`src/hw/rtl/fmse_pkg.sv`:
```
// constants, payload types and sequencer states for the frame mse block
// no dependencies
`default_nettype none

package fmse_pkg;

   localparam int unsigned SAMPLE_W    = 16;
   localparam int unsigned SAMPLE_BITS = 16;
   localparam int unsigned MAX_PIXELS  = 1048576;
   localparam int unsigned SUM_W       = 56;
   localparam int unsigned COUNT_W     = 21;
   localparam int unsigned DIV_W       = COUNT_W + 1;
   localparam int unsigned MSE_W       = 32;
   localparam int unsigned PROD_W      = 2 * SAMPLE_W;
   localparam int unsigned STEP_W      = $clog2(SUM_W);

   localparam logic [SAMPLE_W-1:0] SAMPLE_MASK = SAMPLE_W'((64'd1 << SAMPLE_BITS) - 64'd1);
   localparam logic [COUNT_W-1:0]  MAX_COUNT   = COUNT_W'(MAX_PIXELS);
   localparam logic [STEP_W-1:0]   LAST_STEP   = STEP_W'(SUM_W - 1);

   // channel select codes for the square unit
   localparam logic [1:0] CH_RED   = 2'd0;
   localparam logic [1:0] CH_GREEN = 2'd1;
   localparam logic [1:0] CH_BLUE  = 2'd2;
   localparam logic [1:0] CH_DRAIN = 2'd3;

   typedef struct packed {
      logic [SAMPLE_W-1:0] expected_red;
      logic [SAMPLE_W-1:0] expected_green;
      logic [SAMPLE_W-1:0] expected_blue;
      logic [SAMPLE_W-1:0] estimated_red;
      logic [SAMPLE_W-1:0] estimated_green;
      logic [SAMPLE_W-1:0] estimated_blue;
      logic                last_pixel;
   } req_payload_type;

   typedef struct packed {
      logic [MSE_W-1:0]   mse;
      logic [COUNT_W-1:0] pixel_total;
      logic               overflow;
   } rsp_payload_type;

   typedef enum logic [2:0] {
      ST_IDLE,
      ST_SQUARE,
      ST_LAUNCH,
      ST_DIVIDE,
      ST_HOLD
   } state_type;

endpackage

`default_nettype wire

```
`src/hw/rtl/fmse_req_if.sv`:
```
// pixel-pair input channel: valid, ready and payload
// depends on fmse_pkg
`default_nettype none

interface fmse_req_if;
   import fmse_pkg::*;

   logic            valid;
   logic            ready;
   req_payload_type payload;

   modport source (output valid, output payload, input ready);
   modport sink   (input valid, input payload, output ready);
endinterface

`default_nettype wire

```
`src/hw/rtl/fmse_rsp_if.sv`:
```
// result channel: valid, ready and payload
// depends on fmse_pkg
`default_nettype none

interface fmse_rsp_if;
   import fmse_pkg::*;

   logic            valid;
   logic            ready;
   rsp_payload_type payload;

   modport source (output valid, output payload, input ready);
   modport sink   (input valid, input payload, output ready);
endinterface

`default_nettype wire

```
`src/hw/rtl/fmse_square_unit.sv`:
```
// shared absolute-difference and square unit, one channel per cycle
// depends on fmse_pkg
`default_nettype none

module fmse_square_unit (
   input  wire logic                     clock,
   input  wire fmse_pkg::req_payload_type pixel,
   input  wire logic [1:0]               chan_sel,
   output logic [fmse_pkg::PROD_W-1:0]   product
);
   import fmse_pkg::*;

   logic [SAMPLE_W-1:0] a_val;
   logic [SAMPLE_W-1:0] b_val;
   logic [SAMPLE_W-1:0] chan_delta;
   logic [PROD_W-1:0]   prod_ff;
   logic [PROD_W-1:0]   prod_in;

   always_comb begin
      case (chan_sel)
         CH_RED: begin
            a_val = pixel.expected_red;
            b_val = pixel.estimated_red;
         end
         CH_GREEN: begin
            a_val = pixel.expected_green;
            b_val = pixel.estimated_green;
         end
         CH_BLUE: begin
            a_val = pixel.expected_blue;
            b_val = pixel.estimated_blue;
         end
         default: begin
            // drain slot: zero square so nothing extra is summed
            a_val = '0;
            b_val = '0;
         end
      endcase
      a_val      = a_val & SAMPLE_MASK;
      b_val      = b_val & SAMPLE_MASK;
      chan_delta = (a_val >= b_val) ? (a_val - b_val) : (b_val - a_val);
      prod_in    = PROD_W'(chan_delta) * PROD_W'(chan_delta);
   end

   always_ff @(posedge clock) begin
      prod_ff <= prod_in;
   end

   assign product = prod_ff;

endmodule

`default_nettype wire

```
`src/hw/rtl/fmse_divider.sv`:
```
// restoring divider, one quotient bit per cycle, keeps low quotient bits
// depends on fmse_pkg
`default_nettype none

module fmse_divider (
   input  wire logic                        clock,
   input  wire logic                        reset,
   input  wire logic                        start,
   input  wire logic [fmse_pkg::SUM_W-1:0]  dividend,
   input  wire logic [fmse_pkg::DIV_W-1:0]  divisor,
   output logic                             done,
   output logic [fmse_pkg::MSE_W-1:0]       quotient
);
   import fmse_pkg::*;

   logic               busy_ff, busy_in;
   logic               done_ff, done_in;
   logic [STEP_W-1:0]  cnt_ff, cnt_in;
   logic [DIV_W-1:0]   rem_ff, rem_in;
   logic [DIV_W-1:0]   div_ff, div_in;
   logic [SUM_W-1:0]   dvd_ff, dvd_in;
   logic [MSE_W-1:0]   quot_ff, quot_in;
   logic [DIV_W:0]     trial;
   logic [DIV_W:0]     diff;
   logic               fits;

   always_comb begin
      trial   = {rem_ff, dvd_ff[SUM_W-1]};
      fits    = trial >= {1'b0, div_ff};
      diff    = trial - {1'b0, div_ff};
      busy_in = busy_ff;
      done_in = 1'b0;
      cnt_in  = cnt_ff;
      rem_in  = rem_ff;
      div_in  = div_ff;
      dvd_in  = dvd_ff;
      quot_in = quot_ff;
      if (start) begin
         busy_in = 1'b1;
         cnt_in  = '0;
         rem_in  = '0;
         div_in  = divisor;
         dvd_in  = dividend;
      end else if (busy_ff) begin
         // remainder stays below the divisor, so the top trial bit drops out
         rem_in  = fits ? diff[DIV_W-1:0] : trial[DIV_W-1:0];
         dvd_in  = {dvd_ff[SUM_W-2:0], 1'b0};
         quot_in = {quot_ff[MSE_W-2:0], fits};
         if (cnt_ff == LAST_STEP) begin
            busy_in = 1'b0;
            done_in = 1'b1;
         end else begin
            cnt_in = cnt_ff + 1'b1;
         end
      end
   end

   always_ff @(posedge clock) begin
      if (reset) begin
         busy_ff <= 1'b0;
         done_ff <= 1'b0;
         cnt_ff  <= '0;
      end else begin
         busy_ff <= busy_in;
         done_ff <= done_in;
         cnt_ff  <= cnt_in;
      end
      rem_ff  <= rem_in;
      div_ff  <= div_in;
      dvd_ff  <= dvd_in;
      quot_ff <= quot_in;
   end

   assign done     = done_ff;
   assign quotient = quot_ff;

endmodule

`default_nettype wire

```
`src/hw/rtl/frame_mean_squared_error_top.sv`:
```
// Frame mean squared error. Each pixel pair transaction is accepted when the block is idle;
// the three channel squares then go through one shared difference-and-square unit, one channel
// a cycle, and are summed into a 56-bit accumulator. A pixel that arrives once the count has
// reached MAX_PIXELS is not summed. On the last pixel the sum is divided by three times the
// count in a restoring divider that produces one quotient bit per cycle; launch, 56 divide
// steps, a wait to see the divider finish and the result load then come before the result
// transaction is offered and the block is ready again. Results are held in an output register,
// so later pixels stream in while a result waits; the result load of the next frame waits
// until the previous result has been taken.
// depends on fmse_pkg, fmse_req_if, fmse_rsp_if, fmse_square_unit, fmse_divider
`default_nettype none

module frame_mean_squared_error_top (
   input  wire logic  clock,
   input  wire logic  reset,
   fmse_req_if.sink   req_chan,
   fmse_rsp_if.source rsp_chan
);
   import fmse_pkg::*;

   state_type          state_ff, state_in;
   logic [1:0]         step_ff, step_in;
   req_payload_type    pix_ff, pix_in;
   logic [SUM_W-1:0]   sum_ff, sum_in;
   logic [COUNT_W-1:0] count_ff, count_in;
   logic               ovf_ff, ovf_in;
   logic               rsp_valid_ff, rsp_valid_in;
   rsp_payload_type    rsp_ff, rsp_in;

   logic               out_free;
   logic               div_start;
   logic               div_done;
   logic [DIV_W-1:0]   divisor;
   logic [MSE_W-1:0]   quotient;
   logic [PROD_W-1:0]  product;
   logic [1:0]         chan_sel;

   fmse_square_unit u_square (
      .clock    (clock),
      .pixel    (pix_ff),
      .chan_sel (chan_sel),
      .product  (product)
   );

   assign divisor = {count_ff, 1'b0} + DIV_W'(count_ff);

   fmse_divider u_divider (
      .clock    (clock),
      .reset    (reset),
      .start    (div_start),
      .dividend (sum_ff),
      .divisor  (divisor),
      .done     (div_done),
      .quotient (quotient)
   );

   assign out_free = !rsp_valid_ff || rsp_chan.ready;

   always_comb begin
      state_in       = state_ff;
      step_in        = step_ff;
      pix_in         = pix_ff;
      sum_in         = sum_ff;
      count_in       = count_ff;
      ovf_in         = ovf_ff;
      rsp_valid_in   = rsp_valid_ff && !rsp_chan.ready;
      rsp_in         = rsp_ff;
      req_chan.ready = 1'b0;
      div_start      = 1'b0;
      chan_sel       = CH_DRAIN;
      case (state_ff)
         ST_IDLE: begin
            req_chan.ready = 1'b1;
            if (req_chan.valid) begin
               pix_in = req_chan.payload;
               if (count_ff >= MAX_COUNT) begin
                  ovf_in   = 1'b1;
                  state_in = req_chan.payload.last_pixel ? ST_LAUNCH : ST_IDLE;
               end else begin
                  count_in = count_ff + 1'b1;
                  step_in  = '0;
                  state_in = ST_SQUARE;
               end
            end
         end
         ST_SQUARE: begin
            // channel n's square is registered and summed while channel n+1 is selected
            chan_sel = step_ff;
            if (step_ff != CH_RED) begin
               sum_in = sum_ff + SUM_W'(product);
            end
            step_in = step_ff + 1'b1;
            if (step_ff == CH_DRAIN) begin
               state_in = pix_ff.last_pixel ? ST_LAUNCH : ST_IDLE;
            end
         end
         ST_LAUNCH: begin
            div_start = 1'b1;
            state_in  = ST_DIVIDE;
         end
         ST_DIVIDE: begin
            if (div_done) begin
               state_in = ST_HOLD;
            end
         end
         ST_HOLD: begin
            if (out_free) begin
               rsp_valid_in       = 1'b1;
               rsp_in.mse         = quotient;
               rsp_in.pixel_total = count_ff;
               rsp_in.overflow    = ovf_ff;
               sum_in             = '0;
               count_in           = '0;
               ovf_in             = 1'b0;
               state_in           = ST_IDLE;
            end
         end
         default: begin
            state_in = ST_IDLE;
         end
      endcase
   end

   always_ff @(posedge clock) begin
      if (reset) begin
         state_ff     <= ST_IDLE;
         step_ff      <= '0;
         sum_ff       <= '0;
         count_ff     <= '0;
         ovf_ff       <= 1'b0;
         rsp_valid_ff <= 1'b0;
      end else begin
         state_ff     <= state_in;
         step_ff      <= step_in;
         sum_ff       <= sum_in;
         count_ff     <= count_in;
         ovf_ff       <= ovf_in;
         rsp_valid_ff <= rsp_valid_in;
      end
      pix_ff <= pix_in;
      rsp_ff <= rsp_in;
   end

   assign rsp_chan.valid   = rsp_valid_ff;
   assign rsp_chan.payload = rsp_ff;

endmodule

`default_nettype wire

```
`src/flat_wrapper.sv`:
```
// flat-port wrapper written by rule: the top's interface ports become plain ports
module frame_mean_squared_error_top_flat import fmse_pkg::*;
  (clock, reset, req_chan_valid, req_chan_payload, req_chan_ready, rsp_chan_valid, rsp_chan_payload, rsp_chan_ready);
  fmse_req_if req_chan_i ();
  fmse_rsp_if rsp_chan_i ();
  input  wire logic clock;
  input  wire logic reset;
  input wire logic [$bits(req_chan_i.valid)-1:0] req_chan_valid;
  input wire logic [$bits(req_chan_i.payload)-1:0] req_chan_payload;
  output wire logic [$bits(req_chan_i.ready)-1:0] req_chan_ready;
  output wire logic [$bits(rsp_chan_i.valid)-1:0] rsp_chan_valid;
  output wire logic [$bits(rsp_chan_i.payload)-1:0] rsp_chan_payload;
  input wire logic [$bits(rsp_chan_i.ready)-1:0] rsp_chan_ready;
  assign req_chan_i.valid = req_chan_valid;
  assign req_chan_i.payload = req_chan_payload;
  assign req_chan_ready = req_chan_i.ready;
  assign rsp_chan_valid = rsp_chan_i.valid;
  assign rsp_chan_payload = rsp_chan_i.payload;
  assign rsp_chan_i.ready = rsp_chan_ready;
  frame_mean_squared_error_top u_core (.clock(clock), .reset(reset), .req_chan(req_chan_i), .rsp_chan(rsp_chan_i));
endmodule
```
`config.mk`:
```
export PLATFORM = sky130hd
export DESIGN_NAME = frame_mean_squared_error_top_flat
export DESIGN_NICKNAME = d
export VERILOG_FILES = /design/src/hw/rtl/fmse_pkg.sv /design/src/hw/rtl/fmse_req_if.sv /design/src/hw/rtl/fmse_rsp_if.sv /design/src/hw/rtl/fmse_square_unit.sv /design/src/hw/rtl/fmse_divider.sv /design/src/hw/rtl/frame_mean_squared_error_top.sv /design/src/flat_wrapper.sv
export SDC_FILE = /design/constraint.sdc
export NUM_CORES = 1
export LEC_CHECK = 0
export ABC_AREA = 0
export BUFFER_PORTS_ARGS = -buffer_cell sky130_fd_sc_hd__buf_2
export CAP_MARGIN = 25
export CORE_UTILIZATION = 55
export CTS_CLUSTER_SIZE = 8
export DETAILED_ROUTE_END_ITERATION = 8
export PLACE_DENSITY = 0.76
export SLEW_MARGIN = 20
export SYNTH_ARGS = -nofsm -noshare
export SYNTH_HDL_FRONTEND = slang
export SYNTH_SLANG_ARGS = --single-unit
```
`constraint.sdc`:
```
create_clock -name clock -period 10.3 [get_ports clock]
set_input_delay 1.03 -clock clock [delete_from_list [all_inputs] [get_ports clock]]
set_output_delay 1.03 -clock clock [all_outputs]
set_load 0.05 [all_outputs]
```
* After elaboration in Yosys (flattened, before gate mapping)
Index checks and enable logic that the tools add are counted.
** Storage, ports and cells
- Register bits :: 407
- Output and inout port bits :: 56
- Input bits :: 101
** Cells by class
- Eq/ne operators :: 15
- Multipliers :: 1
- Order comparisons :: 3
- Bitwise logic cells :: 3
- Add/sub/neg operators :: 8
- Muxes and demuxes :: 37
- Reduce and logical (&&, ||, !) cells :: 22
** Operators by type and width (count)
- two-way mux 56 bit :: 4
- one-hot mux 56 bit (2 select lines) :: 1
- one-hot mux 16 bit (3 select lines) :: 2
- two-way mux 21 bit :: 3
- adder 56 x 32 -> 56 bit :: 1
- one-hot mux 21 bit (2 select lines) :: 1
- multiplier 16 x 16 -> 32 bit :: 1
- subtractor 16 bit :: 2
- greater-or-equal comparator 23 x 22 -> 1 bit :: 1
- adder 22 x 21 -> 22 bit :: 1
- two-way mux 22 bit :: 1
- subtractor 22 bit :: 1
- adder 21 x 1 -> 21 bit (second input constant) :: 1
- greater-or-equal comparator 21 bit (second input constant) :: 1
- greater-or-equal comparator 16 bit :: 1
- two-way mux 16 bit :: 1
- two-way mux 3 bit :: 5
- one-hot mux 3 bit (5 select lines) :: 1
- AND reduction 4 bit :: 3
- two-way mux 1 bit :: 11
- two-way mux 2 bit :: 5
- nonzero test 2 bit :: 5
- inequality test 2 x 1 -> 1 bit (second input constant) :: 4
- AND reduction 2 bit :: 4
- other kinds (20) :: 28

* Logic depth before layout (Yosys ltp)
Gate-level depths: netlist (run 1).
- Depth after elaboration :: 7
- Mapped depth :: 43

* Modules after synthesis
A second synthesis (run 1) with hierarchy kept.
** Unflattened totals
- Cells, all modules :: 2694
- Area, all modules :: 27779.1 um2
** By module, submodules not included
- frame_mean_squared_error_top :: instances 1, area an instance 11144.4 um2, cells each 1008, sequential area each 6216.0 um2
- fmse_square_unit :: instances 1, area an instance 10223.6 um2, cells each 1201, sequential area each 620.6 um2
- fmse_divider :: instances 1, area an instance 6411.1 um2, cells each 485, sequential area each 3903.7 um2

* Worst setup path before layout (run 1)
No wires, ideal clock.
- Path type :: register to register
- Start :: reg u_core.step_ff[0]
- End :: reg u_core.u_square.prod_ff[31] (netlist: u_core.u_square.product[31])
- Arrival time :: 10.021 ns
- Path slack :: 0.150 ns
- Setup time :: 0.130 ns
- Stages on the path, launching flop included :: 41
- Period minus slack after synthesis :: 10.150 ns
- Path buffers :: 4
- Required time :: 10.170 ns
- Path through :: dfxtp_1 > clkbuf_1 > clkbuf_1 > mux2i_1 > nor2_1 > o21ai_0 > inv_1 > ha_1 > fa_1 > nand3b_1 > a311oi_1 > o21ai_1 > a211oi_4 > buf_4 > buf_4 > o21a_1 > xor2_1 > inv_2 > (+5 left out) > inv_1 > fa_1 > inv_1 > fa_1 > inv_1 > fa_1 > inv_1 > fa_1 > inv_1 > ha_1 > nand3_1 > o21ai_1 > o41a_1 > or4_4 > a31o_2 > a2111oi_4 > o31ai_1 > xnor3_1
** On the way
- Word-level cells in the longest chain between the ends :: 6
** RTL lines
- from (decl) :: line frame_mean_squared_error_top.sv:22 : logic [1:0] step_ff, step_in;
- from (signal assigned) :: line frame_mean_squared_error_top.sv:134 : step_ff <= step_in;
- two-way mux 2 bit * :: line frame_mean_squared_error_top.sv:71 : case (state_ff)
- == test 2 bit, or another cell as far along :: line fmse_square_unit.sv:20 : case (chan_sel)
- one-hot mux 16 bit (3 select lines) :: line fmse_square_unit.sv:20
- subtractor 16 bit or greater-or-equal comparator 16 bit (tied branches) :: line fmse_square_unit.sv:41 : chan_delta = (a_val >= b_val) ? (a_val - b_val) : (b_val - a_val);
- two-way mux 16 bit * :: line fmse_square_unit.sv:41
- multiplier 16 x 16 -> 32 bit * :: line fmse_square_unit.sv:42 : prod_in = PROD_W'(chan_delta) * PROD_W'(chan_delta);
- net u_core.u_square.prod_in[31] :: line fmse_square_unit.sv:17 : logic [PROD_W-1:0] prod_in;
- to (signal assigned) :: line fmse_square_unit.sv:46 : prod_ff <= prod_in;
- to (decl) :: line fmse_square_unit.sv:16 : logic [PROD_W-1:0] prod_ff;
The timed path passes the listed nets; every way through them passes the cells marked *.
A chain may end at the register's enable or synchronous reset.

* Worst setup path in the final report (run 1)
Same ends and word-level chain as after synthesis.

==> results of run 1 <==
## through the flow
stage | utilization (%) | instances | area [µm²] | hold slack, ns | TNS [ns]
floorplan | - | 2686 | 26900 | 0.400 | 0
global placement | 59.3 | 3407 | 28500 | 0.406 | 0
CTS | 62.8 | 3516 | 30200 | 0.427 | 0
detailed placement | 59.3 | 3408 | 28500 | 0.416 | 0
global route | 63.1 | 3519 | 30300 | 0.434 | -0.00980
finish | 63.1 | 3519 | 30300 | 0.424 | 0
## kinds of logic after synthesis
group	count (synthesis)	synth area share (%)
and+or+nand+nor	807	13.7
AOI/OAI and AO/OA	489	11.9
buffers and inverters	422	5.98
DFF	406	39.9
adders and majority gates	373	22.0
xor gates and xnor gates	129	4.30
muxes	60	2.25
## synth_stat cells, types with 18 or more instances
cell | instances | area, µm²
a211oi_1 | 22 | 165
a21o_1 | 51 | 383
a21oi_1 | 146 | 731
and2_1 | 18 | 113
and3_1 | 44 | 275
clkbuf_1 | 70 | 263
dfxtp_1 | 145 | 2900
edfxtp_1 | 261 | 7840
fa_1 | 168 | 3360
ha_1 | 205 | 2560
inv_1 | 321 | 1200
mux2i_1 | 57 | 571
nand2_1 | 317 | 1190
nand2b_1 | 32 | 200
nand3_1 | 41 | 205
nand4_1 | 24 | 150
nor2_1 | 230 | 863
nor2b_1 | 21 | 131
o21a_1 | 31 | 233
o21ai_0 | 86 | 430
o31ai_1 | 18 | 135
xnor2_1 | 79 | 692
xor2_1 | 47 | 412
## timing repair
action / 4_1_cts / 5_1_grt
buffers inserted: 0 / 1
setup endpoints to repair: 0 / 6
resized for setup: 0 / 11
hold endpoints to repair: 0 / 0
## how the worst max path moves through the flow
stage                                   from                     endpoint  slack [ns]  cells past startpoint
after global placement    u_core.state_ff[0]  u_core.u_square.product[31]        0.37                     35
after global routing       u_core.step_ff[0]  u_core.u_square.product[31]       -0.01                     35
after floorplan            u_core.step_ff[0]  u_core.u_square.product[31]        0.15                     40
final                      u_core.step_ff[0]  u_core.u_square.product[31]        0.35                     35
after CTS                  u_core.step_ff[0]  u_core.u_square.product[31]         0.1                     34
after detailed placement  u_core.state_ff[0]  u_core.u_square.product[31]        0.15                     35
## per-layer routing
layer	up-vias	global-route usage, %
met3	129	3.24
met2	665	43.0
met1	9710	31.7
li1	9531	-
met4	0	8.81
met5	-	0
## registers in the layout, indices dropped and copies added, names as in the netlist
register,count
u_core.u_divider.busy_ff,1
u_core.u_divider.cnt_ff,6
u_core.state_ff,3
u_core.u_divider.done,1
u_core.u_divider.rem_ff,22
u_core.u_divider.dvd_ff,56
u_core.u_divider.quotient,32
u_core.rsp_chan.valid,1
u_core.u_square.product,31
u_core.step_ff,2
u_core.rsp_chan.payload,54
u_core.u_divider.div_ff,22
u_core.ovf_ff,1
u_core.pix_ff,97
u_core.count_ff,21
u_core.sum_ff,56
## worst max-delay path, delay by kind of cell, from the launching register on
kind,cells,cell delay (ns)
adders and majority gates,8,3.58
AOI/OAI and AO/OA,11,2.87
and+or+nand+nor,6,1.22
buffers and inverters,7,0.96
xor gates and xnor gates,2,0.49
DFF,1,0.48
muxes,1,0.24
## cell type report
| class | count | area [µm²] | share of cell area (%) |
|---|---|---|---|
| Inverter | 327 | 1230 | 4.06 |
| Tap cell | 615 | 769 | 2.54 |
| Clock buffer | 103 | 1610 | 5.31 |
| Sequential cell | 406 | 10700 | 35.5 |
| Clock inverter | 5 | 103 | 0.339 |
| Multi-Input combinational cell | 1858 | 14600 | 48.3 |
| Timing Repair Buffer | 205 | 1210 | 4.00 |
==> results_dict.tcl, run 1 <==
set metrics [dict create \
    outcome "complete, no violations" \
    post_drt_wl_per_cell_um 17.6 \
    seq_area_frac_synth_pct 39.9 \
    mostFrequentLayoutCells "inv_1, nand2_1, edfxtp_1" \
    finalCriticalPeriod_ns 9.95 \
    cpMostUsedCell "fa_1" \
    wl_um 61900 \
    final_common_cell "inv_1" \
    start_util_pct 56.0 \
    critPathKind "flip-flop to flip-flop" \
    vias_per_cell 5.69 \
    syn-num-nets 3160 \
    die_h_um 223 \
    rrSetupSlack_ns 0.35 \
    top_layer "met4" \
    drt-met1-wl_um 26600 \
    setup.worst_path.start_class "flip-flop" \
    netlist_area_um2 26900 \
    grt_util_all_layers_pct 24.8 \
    place_congestion 0.936 \
    dieArea_um2 49800 \
    netlist_instances 2686 \
    r2r-end "u_core.u_square.product[31]" \
    area_delta_synth_final_pct 12.6 \
    grt_pass1_wl_um 99800 \
    path_clk_slew_ns 0.05 \
    regToRegStartpoint "u_core.step_ff[0]" \
    required_ns 10.80 \
    setup_viol 0 \
    ys_types 77 \
    clk_path_buf_depth 3 \
    rows 80 \
    ant_nets 0 \
    num_io_pins 157 \
    setup_slack_ns 0.352 \
    r2r_cells 35 \
    clock_latency_ns 0.63 \
    hold_path_depth 0 \
    antenna_found_initial 0 \
    synth_area_per_cell_um2 10.0 \
    n_antenna_cell 0 \
    maxSlewHeadroom_pct 35.6 \
    die_w_um 223 \
    overflow 0 \
    synth_edf_count 261 \
    grt_max_degree 88 \
    place_ws_ns 0.145 \
    numCtsBuffers 57 \
    cts_tree "done" \
    route.met2.wl_um 30400 \
    dr.pass1.iters 8 \
    slowest_stage "fa_1" \
    grt_pass1_vias 20200 \
    finClkSkew_ns 0.0486 \
    hold_path.class "flip-flop to flip-flop" \
    vias 20000 \
    whs_endpoint "u_core.rsp_chan.payload[53]" \
    fmax_mhz 101 \
    final_nets 3329 \
    post-route-period-util_pct 96.6 \
    cts.htree.levels 2 \
    dpl.hpwl_um 46200 \
    portBuffers 156 \
    cts_root_buf "clkbuf_16" \
    nFillCells 3857 \
    worst_pin_slew_ns 0.967 \
    max_stage_delay_ns 0.56 \
    hp-start "u_core.u_divider.quotient[31]" \
    drc 0 \
    crit_arrival_ns 10.45 \
    report.final.slew_viol_count 0 \
    ys_seq_elements 406 \
    drt_iter0_markers 1421 \
    yosysWarnings 0 \
    worst-path-max-fanout 14 \
    async_flop_share_pct 0 \
    holdBufCountCts 0 \
    hold_viol 0 \
    cts_sinks 406 \
    endpoint_kind "flip-flop" \
    drv_cap 0 \
    wl_met3_um 3300 \
    fp.coreArea_um2 48000 \
    yosys_most_used_dff "edfxtp_1" \
    drive_gt1_share_pct 10.9 \
]
Power of run 1 is not shown: default switching activity piles up to over one toggle a cycle in this logic, so the estimate is an artifact.
==> run 2: changes to the inputs <==
--- a/config.mk
+++ b/config.mk
@@ -8,10 +8,10 @@
 export ABC_AREA = 0
 export BUFFER_PORTS_ARGS = -buffer_cell sky130_fd_sc_hd__buf_2
 export CAP_MARGIN = 25
-export CORE_UTILIZATION = 55
+export CORE_UTILIZATION = 35
 export CTS_CLUSTER_SIZE = 8
 export DETAILED_ROUTE_END_ITERATION = 8
-export PLACE_DENSITY = 0.76
+export REMOVE_ABC_BUFFERS = 1
 export SLEW_MARGIN = 20
 export SYNTH_ARGS = -nofsm -noshare
 export SYNTH_HDL_FRONTEND = slang
==> results_dict.tcl, run 2 (same netlist as run 1, synthesis figures left out) <==
set metrics [dict create \
    outcome "complete, no violations" \
    place_congestion 0.874 \
    setup.worst_path.start_class "flip-flop" \
    drc 0 \
    clock_latency_ns 0.63 \
    overflow 0 \
    post-route-period-util_pct 95.9 \
    portBuffers 156 \
    cts.htree.levels 2 \
    reg.largest.list "u_core.pix_ff (97), u_core.sum_ff (56), u_core.u_divider.dvd_ff (56)" \
    final_nets 3325 \
    rsz0062_at_grt "no" \
    clk_path_buf_depth 3 \
    n_antenna_cell 0 \
    num_io_pins 157 \
    grt_pass1_vias 18600 \
    fin_util_pct 40.4 \
    dieArea_um2 78000 \
    post_drt_wl_per_cell_um 15.2 \
    grt_max_degree 87 \
    dpl-instance-area_um2 29000 \
    critPathBufInv 8 \
    die_h_um 279 \
    rrSetupSlack_ns 0.42 \
    required_ns 10.79 \
    setup_viol 0 \
    setup_slack_ns 0.423 \
    wl_um 59800 \
    hold_viol 0 \
    grt_util_all_layers_pct 15.3 \
    max_flop_register "u_core.pix_ff" \
    cts_sinks 406 \
    drt_iter0_markers 1195 \
    dr.pass1.iters 5 \
    grt_pass1_wl_um 97400 \
    path_clk_slew_ns 0.06 \
    drive_gt1_share_pct 10.7 \
    crit_arrival_ns 10.37 \
    largest_register_ffs 97 \
    cts_root_buf "clkbuf_16" \
    worst-path-max-fanout 33 \
    numCtsBuffers 57 \
    vias 19000 \
    rows 101 \
    antenna_found_initial 0 \
    cp_top_family "adder cells" \
    cts_tree "done" \
    cpMostUsedCell "fa_1" \
    mostFrequentLayoutCells "inv_1, nand2_1, edfxtp_1" \
    holdBufCountCts 0 \
    fp.coreArea_um2 76100 \
    hold_path.class "flip-flop to flip-flop" \
    worst_pin_slew_ns 0.991 \
    max_stage_delay_ns 0.55 \
    dpl.hpwl_um 44200 \
    place_ws_ns 0.0815 \
    slowest_stage "fa_1" \
    hp-start "u_core.u_divider.quotient[31]" \
    area_delta_synth_final_pct 14.3 \
    crit_start "u_core.state_ff[0]" \
    final_area_um2 30800 \
    regToRegStartpoint "u_core.state_ff[0]" \
    fmax_mhz 101 \
    vias_per_cell 4.84 \
    final_common_cell "inv_1" \
    critPathKind "flip-flop to flip-flop" \
    finalCriticalPeriod_ns 9.88 \
    report.final.slew_viol_count 0 \
    maxSlewHeadroom_pct 34.0 \
    finClkSkew_ns 0.0365 \
    endpoint_kind "flip-flop" \
    ant_nets 0 \
    start_util_pct 35.4 \
    drv_cap 0 \
    die_w_um 279 \
]
-- run 2: worst paths after layout --
path                                      end  cells past startpoint
hold reg to reg   u_core.rsp_chan.payload[53]                      0
hold / removal    u_core.rsp_chan.payload[53]                      0
setup reg to reg  u_core.u_square.product[31]                     37
setup / recovery  u_core.u_square.product[31]                     37
-- run 2: final cells by class --
cell class,count,area (µm²)
clock inverter,4,98.8
fill,7489,45300
inverter,327,1230
tap,1030,1290
clock buffer,104,1600
timing repair buffer,201,1150
sequential,406,10700
multi-input combinational,1858,14600
-- run 2: per-stage QoR --
stage | std cells | hold WS, ns | TNS, ns
3_5_place_dp | 3821 | 0.406 | 0
2_1_floorplan | 2591 | 0.400 | -6.76
6_report | 3930 | 0.417 | 0
5_1_grt | 3930 | 0.423 | 0
4_1_cts | 3929 | 0.417 | 0
3_3_place_gp | 3820 | 0.401 | 0
-- run 2: routing by layer --
layer / track usage [%] / wire [µm]
met5: 0 / 0
met1: 21.5 / 28900
met2: 24.4 / 26500
met4: 4.24 / 1380
met3: 2.39 / 3000
-- run 2: what timing repair did --
| item | CTS | global route |
|---|---|---|
| buffers inserted | 0 | 1 |
| endpoints found under the hold margin | 0 | 0 |
| resized for setup | 0 | 10 |
| endpoints found under the setup margin | 0 | 6 |
Power of run 2 is left out for the same reason.
==> run 3: changes to the inputs <==
--- a/config.mk
+++ b/config.mk
@@ -11,6 +11,7 @@
 export CORE_UTILIZATION = 35
 export CTS_CLUSTER_SIZE = 8
 export DETAILED_ROUTE_END_ITERATION = 8
+export PLACE_DENSITY_LB_ADDON = 0.15
 export REMOVE_ABC_BUFFERS = 1
 export SLEW_MARGIN = 20
 export SYNTH_ARGS = -nofsm -noshare
==> results_dict.tcl, run 3 (same netlist as run 1, synthesis figures left out) <==
set metrics [dict create \
    finClkSkew_ns 0.0589 \
    vias 19400 \
    clk_path_buf_depth 3 \
    vias_per_cell 4.94 \
    r2r-end "u_core.u_square.product[31]" \
    post_drt_wl_per_cell_um 16.5 \
    drc 0 \
    fmax_mhz 102 \
    grt_pass1_wl_um 105000 \
    place_congestion 0.871 \
    largest_register_ffs 97 \
    worst-path-max-fanout 30 \
    clock_latency_ns 0.65 \
    rows 101 \
    die_h_um 279 \
    portBuffers 156 \
    report.final.slew_viol_count 0 \
    setup_viol 0 \
    hold_path_depth 0 \
    dr.pass1.iters 7 \
    grt_max_degree 87 \
    max_stage_delay_ns 0.55 \
    r2r_cells 35 \
    slowest_stage "fa_1" \
    critPathKind "flip-flop to flip-flop" \
    mostFrequentLayoutCells "inv_1, nand2_1, edfxtp_1" \
    hp-start "u_core.u_divider.quotient[31]" \
    cts_tree "done" \
    path_clk_slew_ns 0.06 \
    register_area_um2 10700 \
    rsz0062_at_grt "no" \
    area_delta_synth_final_pct 14.6 \
    drive_gt1_share_pct 11.2 \
    max_flop_register "u_core.pix_ff" \
    start_util_pct 35.4 \
    worst_pin_slew_ns 0.921 \
    crit_start "u_core.step_ff[0]" \
    reg.largest.list "u_core.pix_ff (97), u_core.sum_ff (56), u_core.u_divider.dvd_ff (56)" \
    rrSetupSlack_ns 0.49 \
    finalSetupTns_ns 0 \
    num_io_pins 157 \
    fp.coreArea_um2 76100 \
    grt_util_all_layers_pct 16.6 \
    dpl.hpwl_um 48600 \
    drv_cap 0 \
    overflow 0 \
    cts.htree.levels 2 \
    final_cells 3929 \
    endpoint_kind "flip-flop" \
    nFillCells 7590 \
    multi_input_area_um2 14700 \
    required_ns 10.79 \
    regToRegStartpoint "u_core.step_ff[0]" \
    die_w_um 279 \
    setup.worst_path.start_class "flip-flop" \
    post-route-period-util_pct 95.2 \
    wl_um 64700 \
    numCtsBuffers 58 \
    ant_nets 0 \
    finalCriticalPeriod_ns 9.81 \
    setup_slack_ns 0.493 \
    whs_endpoint "u_core.rsp_chan.payload[53]" \
    drt_iter0_markers 949 \
    grt_pass1_vias 20200 \
    hold_viol 0 \
    hold_path.class "flip-flop to flip-flop" \
    outcome "complete, no violations" \
    place_inst 3829 \
    cts_root_buf "clkbuf_16" \
    cts_sinks 406 \
    final_nets 3333 \
    dieArea_um2 78000 \
    antenna_found_initial 1 \
    crit_arrival_ns 10.30 \
    place_ws_ns -0.0721 \
    final_common_cell "inv_1" \
    maxSlewHeadroom_pct 38.4 \
]
[run 3: worst max path at each step]
stage / end / slack [ns] / cells after the start
after global placement: u_core.u_square.product[31] / 0.28 / 34
after CTS: u_core.u_square.product[31] / 0.15 / 35
after floorplan: u_core.u_square.product[31] / -1.03 / 33
final: u_core.u_square.product[31] / 0.49 / 35
after detailed placement: u_core.u_square.product[31] / -0.07 / 32
after global routing: u_core.u_square.product[31] / 0.01 / 35
[run 3: area by class of cell]
cell class	instances	area share [%]
diodes	1	0.00811
clock buffers	93	5.13
clock inverters	6	0.422
inverters	327	3.98
multi-input cells	1858	47.5
flip-flops and latches	406	34.8
well taps	1030	4.18
repair buffers	208	3.94
[run 3: what timing repair did]
action | 4_1_cts | 5_1_grt
setup endpoints to repair | 1 | 6
pin swaps | 0 | 3
gates resized for setup | 2 | 20
hold buffers | 0 | 0
setup buffers | 0 | 0
[run 3: per-layer routing]
metal,up-vias,GRT usage (%),share of wire [%]
li1,9524,-,-
met1,9460,21.4,45
met2,316,28.8,49
met3,94,2.39,3.5
met4,0,4.87,2.5
met5,-,0,0
[run 3: worst max-delay path: cells and delay by family, from the launching register on]
kind / cells / cell delay, ns
compound gates: 12 / 2.80
xor+xnor: 2 / 0.46
fa+ha+maj: 9 / 3.76
buf+inv: 8 / 1.09
flops: 1 / 0.40
simple gates: 4 / 1.17
[run 3: per-stage QoR]
step,cell area [µm²],hold WS [ns],util [%]
5_1_grt,30800,0.427,40.5
2_1_floorplan,26500,0.400,-
6_report,30800,0.421,40.5
4_1_cts,30800,0.423,40.4
3_3_place_gp,29000,0.407,38.2
3_5_place_dp,29000,0.411,38.2
Power of run 3 is left out for the same reason.
